==> config.mk <==
export PLATFORM = sky130hd
export DESIGN_NAME = keyboard_report_builder
export DESIGN_NICKNAME = d
export VERILOG_FILES = /design/src/rtl/krb_pkg.sv /design/src/rtl/keyboard_report_builder.sv /design/src/rtl/krb_ram.sv /design/src/rtl/krb_keymap.sv /design/src/rtl/krb_scan.sv
export SDC_FILE = /design/constraint.sdc
export NUM_CORES = 1
export LEC_CHECK = 0
export BUFFER_PORTS_ARGS = -buffer_cell sky130_fd_sc_hd__buf_2
export CORE_AREA = 2 2 209 252
export DETAILED_ROUTE_END_ITERATION = 6
export DIE_AREA = 0 0 211 254
export GPL_ROUTABILITY_DRIVEN = 0
export PLACE_DENSITY = 0.59
export REMOVE_ABC_BUFFERS = 1
export SETUP_SLACK_MARGIN = 0.05
export SLEW_MARGIN = 20
export SYNTH_ARGS = -nofsm -noshare
export SYNTH_HDL_FRONTEND = slang
export SYNTH_SLANG_ARGS = --single-unit
export TNS_END_PERCENT = 5
==> constraint.sdc <==
create_clock -name clk -period 4.95 [get_ports clk]
set_clock_uncertainty 0.15 [all_clocks]
set_input_delay 0.2475 -clock clk [delete_from_list [all_inputs] [get_ports clk]]
set_output_delay 0.2475 -clock clk [all_outputs]
set_load 0.005 [all_outputs]
==> src/rtl/krb_pkg.sv <==
// Package of the keyboard report builder: beat types, mode codes and default sizes.
// No dependencies; imported by every module of the block but krb_ram.
`timescale 1ns / 1ps

package krb_pkg;

	localparam int KRB_NUM_KEYS     = 32;
	localparam int KRB_REPORT_SLOTS = 6;
	localparam int OUT_SLOTS        = 6;
	localparam int CODE_W           = 8;
	localparam int COUNT_W          = 3;
	localparam int INDEX_W          = 5;
	localparam int PRESS_BIT        = 7;

	localparam logic MODE_LOAD = 1'b0;
	localparam logic MODE_SCAN = 1'b1;

	typedef struct packed {
		logic               mode;
		logic [INDEX_W-1:0] key_index;
		logic [7:0]         key_sample;
		logic [CODE_W-1:0]  map_code;
		logic               map_is_modifier;
		logic               last_key;
	} key_beat_t;

	typedef struct packed {
		logic [CODE_W-1:0]  slot_zero;
		logic [CODE_W-1:0]  slot_one;
		logic [CODE_W-1:0]  slot_two;
		logic [CODE_W-1:0]  slot_three;
		logic [CODE_W-1:0]  slot_four;
		logic [CODE_W-1:0]  slot_five;
		logic [CODE_W-1:0]  modifier_bits;
		logic [COUNT_W-1:0] used_slots;
	} report_t;

	// Keymap lookup result handed from the keymap stage to the scan stage.
	typedef struct packed {
		logic              vld;
		logic              last;
		logic              hit;
		logic              is_mod;
		logic [CODE_W-1:0] code;
	} lookup_t;

endpackage

==> src/rtl/keyboard_report_builder.sv <==
// Top level of the keyboard report builder: keymap stage plus scan stage.
// Depends on krb_pkg, krb_keymap and krb_scan.
`timescale 1ns / 1ps

// The keyboard report builder takes one beat per clock on the key channel.
// A load beat (mode zero) writes one keymap entry, a code and a modifier
// flag; a scan beat (mode one) presents one key's detect byte, and a pressed
// key either ORs its code into the modifier byte or appends its code to the
// next of REPORT_SLOTS report slots. The scan beat marked as the last key
// produces one report beat through the first-stage registers and the report
// register, then the scan state clears. The keymap sits in a RAM with a
// registered read: the first stage reads the entry, the second updates the
// slot registers and loads the report register. Throughput is one beat per cycle;
// the key channel stalls only when a last-key beat reaches the second stage
// while the previous report still waits on the report channel. Keymap codes
// are not cleared by reset; the modifier flags are, through a written bit per
// entry, so no clearing pass runs after reset and beats are taken at once.
module keyboard_report_builder #(
	parameter int NUM_KEYS     = krb_pkg::KRB_NUM_KEYS,
	parameter int REPORT_SLOTS = krb_pkg::KRB_REPORT_SLOTS
) (
	input  logic               clk,
	input  logic               arst_n,
	input  logic               key_valid,
	output logic               key_ready,
	input  krb_pkg::key_beat_t key_beat,
	output logic               rpt_valid,
	input  logic               rpt_ready,
	output krb_pkg::report_t   rpt
);
	import krb_pkg::*;

	lookup_t look;
	logic    stall;
	logic    accept;

	// The only back pressure comes from a report that cannot leave yet.
	assign key_ready = !stall;
	assign accept    = key_valid && key_ready;

	krb_keymap #(
		.NUM_KEYS(NUM_KEYS)
	) u_keymap (
		.clk   (clk),
		.arst_n(arst_n),
		.accept(accept),
		.beat  (key_beat),
		.stall (stall),
		.look  (look)
	);

	krb_scan #(
		.REPORT_SLOTS(REPORT_SLOTS)
	) u_scan (
		.clk      (clk),
		.arst_n   (arst_n),
		.look     (look),
		.rpt_ready(rpt_ready),
		.stall    (stall),
		.rpt_valid(rpt_valid),
		.rpt      (rpt)
	);

endmodule

==> src/rtl/krb_ram.sv <==
// Generic single-port-write, single-port-read RAM with a registered read.
// No dependencies.
`timescale 1ns / 1ps

module krb_ram #(
	parameter int WIDTH = 8,
	parameter int DEPTH = 32
) (
	input  logic                     clk,
	input  logic                     we,
	input  logic [$clog2(DEPTH)-1:0] waddr,
	input  logic [WIDTH-1:0]         wdata,
	input  logic                     re,
	input  logic [$clog2(DEPTH)-1:0] raddr,
	output logic [WIDTH-1:0]         rdata
);

	logic [WIDTH-1:0] mem [DEPTH];

	always_ff @(posedge clk) begin
		if (we) begin
			mem[waddr] <= wdata;
		end
		if (re) begin
			rdata <= mem[raddr];
		end
	end

endmodule

==> src/rtl/krb_keymap.sv <==
// Keymap stage: keymap RAM, per-entry written bits and the first pipeline stage.
// Depends on krb_pkg and krb_ram.
`timescale 1ns / 1ps

module krb_keymap #(
	parameter int NUM_KEYS = krb_pkg::KRB_NUM_KEYS
) (
	input  logic               clk,
	input  logic               arst_n,
	input  logic               accept,
	input  krb_pkg::key_beat_t beat,
	input  logic               stall,
	output krb_pkg::lookup_t   look
);
	import krb_pkg::*;

	localparam int AW = $clog2(NUM_KEYS);
	localparam int IW = (AW > INDEX_W) ? AW : INDEX_W;
	localparam int CW = ($clog2(NUM_KEYS + 1) > INDEX_W) ? $clog2(NUM_KEYS + 1) : INDEX_W;

	logic [IW-1:0]       idx_w;
	logic [AW-1:0]       addr;
	logic                in_range;
	logic                is_scan;
	logic                wr_en;
	logic [CODE_W:0]     rdata;
	logic [NUM_KEYS-1:0] written_q;

	logic vld_s1;
	logic last_s1;
	logic hit_s1;
	logic written_s1;

	assign idx_w    = IW'(beat.key_index);
	assign addr     = idx_w[AW-1:0];
	assign in_range = CW'(beat.key_index) < CW'(NUM_KEYS);
	assign is_scan  = beat.mode == MODE_SCAN;
	assign wr_en    = accept && !is_scan && in_range;

	// Entry layout: modifier flag above the code.
	krb_ram #(
		.WIDTH(CODE_W + 1),
		.DEPTH(NUM_KEYS)
	) u_map_ram (
		.clk  (clk),
		.we   (wr_en),
		.waddr(addr),
		.wdata({beat.map_is_modifier, beat.map_code}),
		.re   (accept),
		.raddr(addr),
		.rdata(rdata)
	);

	// An entry never written reads as a plain key, so its flag is masked.
	always_ff @(posedge clk or negedge arst_n) begin
		if (!arst_n) begin
			written_q <= '0;
			vld_s1    <= 1'b0;
		end else begin
			if (wr_en) begin
				written_q[addr] <= 1'b1;
			end
			if (!stall) begin
				vld_s1 <= accept && is_scan;
			end
		end
	end

	always_ff @(posedge clk) begin
		if (!stall) begin
			last_s1    <= beat.last_key;
			hit_s1     <= in_range && beat.key_sample[PRESS_BIT];
			written_s1 <= in_range && written_q[addr];
		end
	end

	assign look.vld    = vld_s1;
	assign look.last   = last_s1;
	assign look.hit    = hit_s1;
	assign look.is_mod = written_s1 && rdata[CODE_W];
	assign look.code   = rdata[CODE_W-1:0];

endmodule

==> src/rtl/krb_scan.sv <==
// Scan stage: slot and modifier accumulation and the registered report output.
// Depends on krb_pkg.
`timescale 1ns / 1ps

module krb_scan #(
	parameter int REPORT_SLOTS = krb_pkg::KRB_REPORT_SLOTS
) (
	input  logic             clk,
	input  logic             arst_n,
	input  krb_pkg::lookup_t look,
	input  logic             rpt_ready,
	output logic             stall,
	output logic             rpt_valid,
	output krb_pkg::report_t rpt
);
	import krb_pkg::*;

	localparam logic [COUNT_W-1:0] CAP = COUNT_W'(REPORT_SLOTS);

	logic [CODE_W-1:0]  slot_q [OUT_SLOTS];
	logic [CODE_W-1:0]  slot_n [OUT_SLOTS];
	logic [CODE_W-1:0]  gated  [OUT_SLOTS];
	logic [COUNT_W-1:0] count_q, count_n;
	logic [CODE_W-1:0]  mod_q, mod_n;
	logic               stopped_q, stopped_n;
	logic               rpt_valid_q;
	report_t            rpt_q;
	logic               advance;

	assign stall   = look.vld && look.last && rpt_valid_q && !rpt_ready;
	assign advance = look.vld && !stall;

	always_comb begin
		slot_n    = slot_q;
		count_n   = count_q;
		mod_n     = mod_q;
		stopped_n = stopped_q;
		if (look.hit && !stopped_q) begin
			if (look.is_mod) begin
				mod_n = mod_q | look.code;
			end else if (count_q >= CAP) begin
				// Report is full: ignore the rest of this scan.
				stopped_n = 1'b1;
			end else if (look.code != '0) begin
				for (int j = 0; j < OUT_SLOTS; j++) begin
					if (COUNT_W'(j) == count_q) begin
						slot_n[j] = look.code;
					end
				end
				count_n = count_q + 1'b1;
			end
		end
		for (int j = 0; j < OUT_SLOTS; j++) begin
			gated[j] = (COUNT_W'(j) < count_n) ? slot_n[j] : '0;
		end
	end

	always_ff @(posedge clk or negedge arst_n) begin
		if (!arst_n) begin
			count_q     <= '0;
			mod_q       <= '0;
			stopped_q   <= 1'b0;
			rpt_valid_q <= 1'b0;
		end else begin
			if (advance) begin
				if (look.last) begin
					count_q   <= '0;
					mod_q     <= '0;
					stopped_q <= 1'b0;
				end else begin
					count_q   <= count_n;
					mod_q     <= mod_n;
					stopped_q <= stopped_n;
				end
			end
			if (advance && look.last) begin
				rpt_valid_q <= 1'b1;
			end else if (rpt_ready) begin
				rpt_valid_q <= 1'b0;
			end
		end
	end

	// Slots past the fill count are masked on output, so they need no clear.
	always_ff @(posedge clk) begin
		if (advance) begin
			slot_q <= slot_n;
		end
		if (advance && look.last) begin
			rpt_q.slot_zero     <= gated[0];
			rpt_q.slot_one      <= gated[1];
			rpt_q.slot_two      <= gated[2];
			rpt_q.slot_three    <= gated[3];
			rpt_q.slot_four     <= gated[4];
			rpt_q.slot_five     <= gated[5];
			rpt_q.modifier_bits <= mod_n;
			rpt_q.used_slots    <= count_n;
		end
	end

	assign rpt_valid = rpt_valid_q;
	assign rpt       = rpt_q;

endmodule

Word level (Yosys, flattened, before mapping)

Memory sizes are Yosys's and may differ from the RTL's. A register that Yosys moved wholly into a read port is not among the register bits.
Cells that the tools add are included.

Register bits after elaboration: 156
Bits in writable memories: 288
Bits of input ports: 28
Output and inout port bits: 61
Logic and storage cells: 93
Memories: 1

Memories:

| name                   | depth | bits a word | read ports | clocked after memory_dff | wr ports | line          | text |
|---|---|---|---|---|---|---|---|
| u_keymap.u_map_ram.mem | 32    | 9           | 1          | 1                        | 1        | krb_ram.sv:18 | `logic [WIDTH-1:0] mem [DEPTH];` |

Add/sub/neg operators: 1
Order comparisons: 9
Eq/ne operators: 6
Muxes and demuxes: 30
Bitwise gates (word level): 2
Reduce and logical (&&, ||, !) cells: 21

Operators with widths:

| operator                                                                     | number |
|---|---|
| 48-bit two-way mux                                                           | 4 |
| 8-bit two-way mux                                                            | 9 |
| 32-bit OR                                                                    | 1 |
| 3-bit two-way mux                                                            | 5 |
| 1-bit logical AND                                                            | 11 |
| 1-bit two-way mux                                                            | 10 |
| 8-bit OR                                                                     | 1 |
| 8-bit nonzero test                                                           | 1 |
| 2-bit by 3-bit equality test with 1-bit output, first input constant         | 2 |
| 3-bit equality test, first input constant                                    | 2 |
| 1-bit by 3-bit less-than comparator with 1-bit output, first input constant  | 2 |
| 2-bit by 3-bit less-than comparator with 1-bit output, first input constant  | 2 |
| 3-bit less-than comparator, first input constant                             | 2 |
| 5-bit by 6-bit less-than comparator with 1-bit output, second input constant | 1 |
| 2-bit nonzero test                                                           | 3 |
| 1-bit binary-select mux with 5-bit select                                    | 1 |
| 1-bit demux with 5-bit select                                                | 1 |
| 5-bit by 1-bit >= comparator with 1-bit output, second input constant        | 1 |
| 1-bit zero test                                                              | 4 |
| 4-bit AND reduction                                                          | 1 |
| 3-bit by 1-bit adder with 3-bit output, second input constant                | 1 |
| 1-bit by 3-bit equality test with 1-bit output, first input constant         | 1 |
| 3-bit >= comparator, second input constant                                   | 1 |
| 3-bit zero test                                                              | 1 |
| 2-bit by 1-bit inequality test with 1-bit output, second input constant      | 1 |

Logic depth before layout (Yosys ltp)

Gate-level depths: netlist of run 1.

Depth after elaboration: 8
Mapped depth: 8
Mapped depth without buffers: 7

Cells and area by module

A second synthesis of run 1 with hierarchy kept.

Cells, all modules: 903
Area total of the unflattened synthesis: 18240.0 um^2

By module, submodules not included:

| module                  | instances | cells an instance | area an instance (um^2) | sequential area each (um^2) |
|---|---|---|---|---|
| krb_ram                 | 1         | 463               | 11372.2                 | 8918.6 |
| krb_scan                | 1         | 308               | 5202.5                  | 3538.4 |
| krb_keymap              | 1         | 130               | 1655.3                  | 915.9 |
| keyboard_report_builder | 1         | 2                 | 10.0                    | 0.0 |

Worst setup path after synthesis of run 1

OpenSTA, ideal clock, no wires.

Path type: reg-to-reg
Start: reg u_keymap.last_s1
End: reg u_scan.rpt_q, in the netlist u_scan.rpt[0], enable pin
Setup time: 0.511 ns
Arrival time: 3.615 ns
Required time: 4.289 ns
Path slack: 0.675 ns
Stages on the path, launching flop included: 3
Path buffers: 0
Clock period less this slack: 4.275 ns
Cell sequence: edfxtp_1 > nand2_1 > a21oi_1

Cells in the longest elaborated chain, start to end: 6

RTL lines:

| what                           | line             | text |
|---|---|---|
| start: declaration             | krb_keymap.sv:30 | `logic last_s1;` |
| start signal: assignment       | krb_keymap.sv:71 | `last_s1 <= beat.last_key;` |
| 1-bit logical AND (3 in a row) | krb_scan.sv:30   | `assign stall = look.vld && look.last && rpt_valid_q && !rpt_ready;` |
| 1-bit zero test                | krb_scan.sv:31   | `assign advance = look.vld && !stall;` |
| 1-bit logical AND              | krb_scan.sv:31   |  |
| 1-bit logical AND *            | krb_scan.sv:89   | `if (advance && look.last) begin` |
| end: declaration               | krb_scan.sv:27   | `report_t rpt_q;` |

Mark *: on every way between the ends. The rest lies on a longest branch, timed or not.
A chain may end at the register's enable or synchronous reset.

Worst setup path after layout of run 1

Start: reg u_keymap.last_s1
End: mem u_keymap.u_map_ram.mem[25][2] in the netlist's numbering, enable pin

Cells in the longest elaborated chain, start to end: 8

RTL lines:

| what                                    | line                          | text |
|---|---|---|
| 1-bit logical AND (3 in a row)          | krb_scan.sv:30                |  |
| 1-bit zero test                         | keyboard_report_builder.sv:38 | `assign key_ready = !stall;` |
| 1-bit logical AND                       | keyboard_report_builder.sv:39 | `assign accept = key_valid && key_ready;` |
| 1-bit logical AND                       | krb_keymap.sv:38              | `assign wr_en = accept && !is_scan && in_range;` |
| 1-bit two-way mux                       | krb_ram.sv:21                 | `if (we) begin` |
| 1-bit two-way mux (implied by the code) | krb_ram.sv:22                 | `mem[waddr] <= wdata;` |
| end: declaration                        | krb_ram.sv:18                 |  |

Every way passes these cells.

==> impl_metrics.yaml, run 1 <==
setup_path:
  worstSetupEndpointType: "flop"
  worst_setup_path_start_kind: "flop"
  cp_max_fo: 10
  critPathRequiredTime_ns: 4.99
  crit_type: "reg -> reg"
  worst_ep_arrival_time_ns: 3.25
  reg2reg_slack_ns: 1.74
  worst-r2r-cell-count: 5
global_routing:
  overflow: 0
  grt_pass1_wl_um: 57400
  grt_pass1_vias: 8785
  grtUsageTotal_pct: 14.5
  grt_max_degree: 69
  antenna_found_initial: 0
yosys:
  syn_area_per_cell_um2: 19.9
  ys_ff_latch: 453
  netlist_top_cells_count: "edfxtp_1, mux4_2, mux2_2, nor2_1, dfrtp_1"
  synth_area_mm2: 0.0177
  ys_seq_area_share_pct: 75.6
  synth_edf_count: 407
  ys_types: 58
  synth_ff_type: "edfxtp_1"
  yosysTopAreaCell: "edfxtp_1"
  synthCells: 890
  ys_async_sr_fraction_pct: 10.2
  synth_top_area_share_pct: 69.1
  ys_warn_count: 0
  synth_most_common_cell: "edfxtp_1"
  netlist_top_cells_area: "edfxtp_1, mux4_2, dfrtp_1, mux2_2, a22oi_1"
worst_hold_path:
  hold_class: "in -> reg"
  min_path_cells: 1
place:
  hpwl_um: 23400
  port_buffers: 81
  placed_cells: 1593
final_layout:
  drive_above_1_share_pct: 33.1
  syn_to_final_growth_pct: 15.2
  nFillCells: 4547
  final_cells: 1688
  nets: 1030
sta:
  tightest_slew_ns: 1.09
  setup_tns_ns: 0
  fmax_mhz: 312
  hold_viol: 0
  setup_violations: 0
  rsz0062_at_grt: "no"
  final-max-slew-violation-count: 0
  timing.final.crit_period_ns: 3.21
  slew_headroom_pct: 27.0
  period_share_pct: 64.8
drt:
  routed_wl_um: 38800
  wl_per_cell_um: 23.0
  drc: 0
  first_pass_iters: 5
  drtIter0Drc: 737
  vias: 8714
  drt-vias-per-instance: 5.16
  ant_nets: 0
status:
  status: "finished, final reports clean"
floorplan:
  coreArea_mm2: 0.0511
  chipHeight_um: 254
  rows: 91
  die_x_um: 211
  pin_count: 89
  die_area_mm2: 0.0536
  start_util_pct: 34.6
pwr:
  power_leakage_nw: 6.85
  p_per_area_mw_per_mm2: 413
  ir_drop_mv: 0.310
clocking:
  clock_latency_ns: 0.59
  cts_buffer_depth: 3
  cts_made_buffers: 47
  clk_pin_slew_ns: 0.06
  cts_tree: "done"
  h-tree-depth: 2
  cts.sink_count: 453
  clockRootBuffer: "clkbuf_16"
  cts_resized: 0
run:
  drv_cap: 0
[logic make-up (layout without fill, tap and decap cells)]
| group | Yosys count | after routing | synth area share [%] |
|---|---|---|---|
| XOR/XNOR | 1 | 1 | 0.0495 |
| multiplexers | 128 | 128 | 13.2 |
| AND/OR/NAND/NOR | 170 | 170 | 5.71 |
| AO/OA/AOI/OAI | 90 | 90 | 3.88 |
| other | 0 | 2 | 0 |
| flip-flops | 453 | 453 | 75.6 |
| adder cells (fa/ha/maj) | 5 | 5 | 0.354 |
| buffers and inverters | 43 | 188 | 1.15 |
[timing repair]
| item | CTS | global route |
|---|---|---|
| endpoints found under the hold margin | 53 | 0 |
| hold buffers | 6 | 0 |
| buffers inserted | 0 | 0 |
[stage by stage]
stage,setup WS (ns),power [mW],utilization [%],hold slack [ns],cell area [um2]
after global routing,1.62,8.69,39.8,0.0552,20400
final,1.74,8.41,39.8,0.0350,20400
after global placement,1.60,5.07,36.8,0.262,18800
after detailed placement,1.56,5.09,36.8,0.269,18800
after floorplan,0.675,4.81,-,-0.198,17500
after CTS,1.57,8.50,39.8,0.0109,20400
[metal layers]
| layer | share of wire (%) | up-vias | global-route usage [%] |
|---|---|---|---|
| met5 | 0 | - | 0 |
| li1 | - | 3835 | - |
| met2 | 47 | 295 | 23.2 |
| met4 | 3.3 | 0 | 5.49 |
| met3 | 6.1 | 66 | 2.81 |
| met1 | 44 | 4518 | 19.8 |
[registers in the layout, summed over array words and instances (netlist names)]
register                  flops
u_keymap.u_map_ram.mem      288
u_scan.rpt                   59
u_scan.slot_q                48
u_keymap.written_q           32
u_keymap.u_map_ram.rdata      9
u_scan.mod_q                  8
u_scan.count_q                3
u_keymap.hit_s1               1
u_keymap.last_s1              1
u_keymap.vld_s1               1
u_keymap.written_s1           1
u_scan.rpt_valid              1
u_scan.stopped_q              1
[cell type report]
class,instances,area [um2],share of cell area (%)
flip-flops and latches,453,13400,65.7
multi-input cells,394,4140,20.3
clock buffers,67,1300,6.40
well taps,651,815,4.00
repair buffers,93,519,2.55
clock inverters,20,180,0.885
inverters,8,30.0,0.147
diodes,2,5.00,0.0246
[final timing paths]
| check | startpoint | endpoint |
|---|---|---|
| setup / recovery | u_keymap.last_s1 | u_keymap.u_map_ram.mem[25][2] |
| hold / removal | key_beat[7] | u_keymap.u_map_ram.mem[7][5] |
| setup reg to reg | u_keymap.last_s1 | u_keymap.u_map_ram.mem[25][2] |
| hold reg to reg | u_keymap.written_q[23] | u_keymap.written_q[23] |
| max in group asynchronous | arst_n | u_keymap.written_q[8] |
| min in group asynchronous | arst_n | u_keymap.written_q[17] |
[cells in the final DEF, fill, tap and decap left out, types with 11 or more instances in the layout]
cell,Yosys,routed
a22oi_1,41,41
mux2_2,48,48
buf_2,9,79
edfxtp_1,407,407
nor2_1,48,46
nand4_1,11,11
clkbuf_16,0,48
or2_2,34,34
o21ai_0,12,12
dfrtp_1,46,46
clkbuf_1,18,16
and2_1,19,18
nand2_1,11,11
mux4_2,80,80
[critical path, stage by stage, from the launching register on]
cell      delay (ns)
edfxtp_1        0.47
nand4b_1        0.14
buf_4           0.17
nand2_1         0.17
or4b_2          0.86
nor2_1          0.85
[power breakdown]
part / switching (mW) / total, mW / internal [mW]
Sequential: 0.0751 / 4.40 / 4.33
Clock: 1.46 / 3.40 / 1.95
Combinational: 0.342 / 0.601 / 0.259
No activity file was read; power rests on OpenSTA's default activity.
==> run 2: changes to the inputs <==
Settings changed: ABC_AREA set to 1, CORE_AREA 2 2 209 252 to 2 2 210 253, DIE_AREA 0 0 211 254 to 0 0 212 255, PLACE_DENSITY 0.59 to 0.61.
Clock period 4.95 ns to 2.63 ns, I/O delays scaled along.
==> run 2 against run 1 <==
Combinational power is 120% higher. Register-to-register slack got worse by 1.6 ns. Worst setup slack got worse by 1.6 ns. Utilization is 0.96 points higher. Synthesized area up 0.84%. Design area is 4.0% higher. Wire length grew 8.1%. Sequential power up 88%. Cell count increased by 36%. Flip-flop and latch count did not move. Hold slack gained 0.032 ns. Critical path depth increased by 7. Largest power group unchanged.
==> impl_metrics.yaml, run 2 <==
global_routing:
  grtUsageTotal_pct: 15.8
  overflow: 0
  grt_pass1_vias: 10900
  antenna_found_initial: 0
  grt_max_degree: 62
  grt_pass1_wl_um: 64500
floorplan:
  chipHeight_um: 255
  die_area_mm2: 0.0541
  rows: 92
  pin_count: 89
  coreArea_mm2: 0.0519
  start_util_pct: 34.4
  die_x_um: 212
clocking:
  clock_latency_ns: 0.58
  clockRootBuffer: "clkbuf_16"
  cts_made_buffers: 46
  cts_buffer_depth: 3
  cts.sink_count: 453
  h-tree-depth: 2
  cts_setup_buffers: 0
  clk_pin_slew_ns: 0.06
  cts_tree: "done"
yosys:
  synthCells: 1388
  netlist_top_cells_count: "edfxtp_1, nand2_1, a22oi_1"
  synth_area_mm2: 0.0178
  ys_async_sr_fraction_pct: 10.2
  yosysTopAreaCell: "edfxtp_1"
  syn_area_per_cell_um2: 12.8
  netlist_top_cells_area: "edfxtp_1, nand2_1, dfrtp_1, a22oi_1, inv_1"
  ys_warn_count: 0
  synth_ff_type: "edfxtp_1"
  ys_seq_area_share_pct: 75.0
  synth_most_common_cell: "edfxtp_1"
  ys_ff_latch: 453
  synth_top_area_share_pct: 68.5
  synth_edf_count: 407
  ys_types: 32
status:
  status: "finished, final reports clean"
sta:
  tightest_slew_ns: 0.895
  fmax_mhz: 407
  slew_headroom_pct: 40.3
  hold_viol: 0
  final-max-slew-violation-count: 0
  timing.final.crit_period_ns: 2.46
  setup_violations: 0
  period_share_pct: 93.5
  whs_ns: 0.0666
  rsz0062_at_grt: "yes"
drt:
  first_pass_iters: 5
  routed_wl_um: 41900
  wl_per_cell_um: 18.2
  vias: 11000
  drt-vias-per-instance: 4.79
  drtIter0Drc: 830
  drc: 0
  ant_nets: 0
pwr:
  power_leakage_nw: 8.32
  ir_drop_mv: 0.527
  p_per_area_mw_per_mm2: 753
setup_path:
  cp_slowest_cell: "dfrtp_1"
  r2r_end: "u_scan.rpt[55]"
  worst_setup_path_start_kind: "flop"
  cp_cell_sequence: "inv_1, ha_1, nand2_1, nand2_2, nor2_8, nand2_4, nand2_2, nand2_4, inv_4, nand3_2, nand2_1, inv_1"
  crit_type: "reg -> reg"
  cp_max_fo: 10
  worst-r2r-cell-count: 12
  startpoint: "u_scan.count_q[0]"
  r2r_start: "u_scan.count_q[0]"
  critPathRequiredTime_ns: 2.80
  crit_end: "u_scan.rpt[55]"
  worst_ep_arrival_time_ns: 2.63
  cpPeakStageDelay_ns: 0.42
  reg2reg_slack_ns: 0.17
  worstSetupEndpointType: "flop"
final_layout:
  fin_util_pct: 40.8
  antenna_cells: 0
  drive_above_1_share_pct: 17.5
  largest-register: "u_keymap.u_map_ram.mem"
  largest_reg_flops: 288
  mostFrequentLayoutCell: "edfxtp_1"
  nets: 1592
  syn_to_final_growth_pct: 18.8
  final_cells: 2302
  layout_common_cells: "edfxtp_1, nand2_1, a22oi_1, inv_1, nor2_1"
place:
  hpwl_um: 26300
  port_buffers: 81
  placed_cells: 2198
worst_hold_path:
  hold_class: "in -> async"
run:
  drv_cap: 0
run 2: changes by cell type in the layout (fill, tap and decap cells not counted), moves of 12 or more:
cell           previous run  this run
and2_1                   18         0
nand2_1                  11       391
a21oi_1                   0        24
a22oi_1                  41       141
mux4_2                   80         0
mux2_2                   48         0
inv_1                     7       116
dlygate4sd3_1             6        18
buf_4                     7        60
nor2_1                   46        83
run 2: critical path: cells and delay by family (launching register included):
kind	cells	cell delay (ns)
AND/OR/NAND/NOR	8	1.06
adder cells (fa/ha/maj)	1	0.28
buffers and inverters	3	0.30
flip-flops	1	0.42
run 2: kinds of logic after synthesis:
group / Yosys count / synth area share, %
DFF: 453 / 75.0
and+or+nand+nor: 558 / 13.2
buffers and inverters: 176 / 3.93
AOI/OAI and AO/OA: 196 / 7.54
adders and majority gates: 5 / 0.351
run 2: metal layers:
metal | share of wire [%] | track usage (%) | routed length, um
met1 | 42 | 20.7 | 17800
met2 | 49 | 26.6 | 20500
met3 | 6.2 | 2.75 | 2580
met4 | 2.5 | 5.09 | 1030
met5 | 0 | 0 | 0
run 2: worst min-delay path by stage:
stage / endpoint / slack [ns] / cells past startpoint
3_3_place_gp: u_keymap.written_q[6] / 0.13 / 1
2_1_floorplan: u_keymap.vld_s1 / -0.31 / 0
3_5_place_dp: u_keymap.written_q[7] / 0.14 / 1
5_1_grt: u_keymap.hit_s1 / 0.11 / 2
4_1_cts: u_keymap.written_q[4] / 0.05 / 2
6_report: u_keymap.written_q[4] / 0.07 / 2
run 2: per-stage QoR:
step | setup TNS, ns | total power, mW | area, um2 | setup slack [ns]
after global placement | 0 | 9.71 | 19500 | 0.215
after floorplan | -526.64 | 9.20 | 17600 | -2.24
after CTS | 0 | 16.1 | 21200 | 0.162
final | 0 | 15.9 | 21200 | 0.170
after detailed placement | 0 | 9.75 | 19500 | 0.178
after global routing | 0 | 16.5 | 21200 | 0.00753
run 2: power breakdown:
group | leakage, nW | switching (mW) | internal [mW]
registers | 4.31 | 0.115 | 8.17
logic | 3.30 | 0.895 | 0.440
clock network | 0.708 | 2.66 | 3.66
total | 8.32 | 3.67 | 12.3
run 2: layout make-up:
class / instances / area [um2]
Fill cell: 4851 / 30700
Sequential cell: 453 / 13400
Multi-Input combinational cell: 759 / 3800
Clock buffer: 72 / 1320
Timing Repair Buffer: 165 / 1160
Tap cell: 705 / 882
Inverter: 134 / 505
Clock inverter: 14 / 145
run 2: repair_timing:
| action | CTS | global route |
|---|---|---|
| setup endpoints to repair | 0 | 22 |
| endpoints found under the hold margin | 311 | 0 |
| hold buffers | 18 | 0 |
| resized for setup | 0 | 1 |
==> run 3: changes to the inputs <==
Settings changed: CORE_AREA 2 2 210 253 to 2 2 168 203, DIE_AREA 0 0 212 255 to 0 0 170 205, MAX_ROUTING_LAYER set to met4, PLACE_DENSITY 0.61 to 0.84.
==> run 3 against run 2 <==
Sequential share of layout area grew 1.8 points. Design area fell by 2.8%. Global-route usage grew 8.2 points.
==> impl_metrics.yaml, run 3 (synthesized netlist as in run 2, its figures left out) <==
floorplan:
  rows: 73
  coreArea_mm2: 0.0329
  chipHeight_um: 205
  die_x_um: 170
  die_area_mm2: 0.0349
  pin_count: 89
  start_util_pct: 54.2
drt:
  routed_wl_um: 39800
  first_pass_iters: 6
  ant_nets: 0
  drt-vias-per-instance: 5.72
  drtIter0Drc: 1165
  vias: 11300
  wl_per_cell_um: 20.0
  drc: 0
sta:
  rsz0062_at_grt: "no"
  period_share_pct: 94.2
  final-max-slew-violation-count: 0
  fmax_mhz: 404
  timing.final.crit_period_ns: 2.48
  finalWorstSetupSlack_ns: 0.152
  whs_ns: 0.0248
  hold_viol: 0
  setup_violations: 0
  tightest_slew_ns: 0.666
  slew_headroom_pct: 55.6
  setup_tns_ns: 0
pwr:
  ir_drop_mv: 0.664
  power_mw: 15.6
  power_leakage_nw: 8.21
  p_per_area_mw_per_mm2: 759
clocking:
  cts.sink_count: 453
  cts_tree: "done"
  h-tree-depth: 2
  clk_pin_slew_ns: 0.06
  cts_made_buffers: 43
  clockRootBuffer: "clkbuf_16"
  cts_buffer_depth: 3
  cts_setup_buffers: 0
  clock_latency_ns: 0.55
run:
  drv_cap: 0
setup_path:
  cpPeakStageDelay_ns: 0.42
  cp_cell_sequence: "inv_1, ha_1, nand2_1, nand2_2, nor2_8, nand2_4, nand2_1, nand2_2, nor2_2, nor2_1"
  worst_setup_path_start_kind: "flop"
  critPathRequiredTime_ns: 2.76
  cp_max_fo: 9
  worstSetupEndpointType: "flop"
  cp_slowest_cell: "dfrtp_1"
  crit_type: "reg -> reg"
  worst_ep_arrival_time_ns: 2.61
final_layout:
  mostFrequentLayoutCell: "edfxtp_1"
  fin_area_mm2: 0.0206
  layout_common_cells: "edfxtp_1, nand2_1, a22oi_1, inv_1, nor2_1"
  syn_to_final_growth_pct: 15.4
  largest-register: "u_keymap.u_map_ram.mem"
  nets: 1573
  drive_above_1_share_pct: 16.7
  antenna_cells: 0
  final_cells: 1985
  fin_util_pct: 62.6
  largest_reg_flops: 288
status:
  status: "finished, final reports clean"
place:
  placed_cells: 1892
  port_buffers: 81
  place_ws_ns: 0.155
  hpwl_um: 23900
  place_area_mm2: 0.0191
global_routing:
  grt_max_degree: 82
  grt_pass1_wl_um: 61500
  grt_pass1_vias: 11100
  grtUsageTotal_pct: 23.9
  overflow: 0
  antenna_found_initial: 0
worst_hold_path:
  hold_class: "in -> reg"
run 3: cell count changes in the layout (fill, tap and decap cells not counted), sizes merged:
cell | before | now
clkinvlp | 2 | 1
clkinv | 17 | 19
dlygate4sd3 | 18 | 15
buf | 147 | 134
clkbuf | 72 | 63
run 3: final cells by class:
type                            count  area (um2)
Tap cell                          412         515
Multi-Input combinational cell    759        3800
Timing Repair Buffer              149        1020
Fill cell                        2320       12300
Clock inverter                     15         125
Inverter                          134         508
Sequential cell                   453       13400
Clock buffer                       63        1240
run 3: what timing repair did:
item	in CTS	in global routing
endpoints found under the setup margin	0	24
endpoints found under the hold margin	184	0
hold buffers	15	0
resized for setup	0	3
run 3: layer usage:
| layer | share of wire, % | wire, um | global-route usage [%] |
|---|---|---|---|
| met5 | 0 | 0 | - |
| met4 | 3.2 | 1290 | 8.46 |
| met1 | 37 | 14900 | 29.9 |
| met3 | 7.9 | 3150 | 3.40 |
| met2 | 51 | 20500 | 40.4 |
run 3: worst max-delay path: cells and delay by family (launching register included):
kind / cells / cell delay [ns]
and+or+nand+nor: 8 / 1.23
DFF: 1 / 0.42
adders and majority gates: 1 / 0.29
buffers and inverters: 1 / 0.13
run 3: final timing paths:
kind | startpoint | to | slack (ns) | cells past startpoint
worst max-delay path | u_scan.count_q[0] | u_scan.rpt[43] | 0.15 | 10
worst min-delay path | key_beat[7] | u_keymap.u_map_ram.mem[29][5] | 0.02 | 1
worst max register to register | u_scan.count_q[0] | u_scan.rpt[43] | 0.15 | 10
worst min register to register | u_keymap.written_q[17] | u_keymap.written_q[17] | 0.32 | 1
max in group asynchronous | arst_n | u_keymap.written_q[17] | 1.49 | 4
min in group asynchronous | arst_n | u_keymap.written_q[23] | 0.52 | 4
run 3: where the power goes:
part	total, mW	internal, mW	switching, mW
logic	1.32	0.424	0.897
clock network	6.01	3.47	2.53
registers	8.29	8.17	0.123
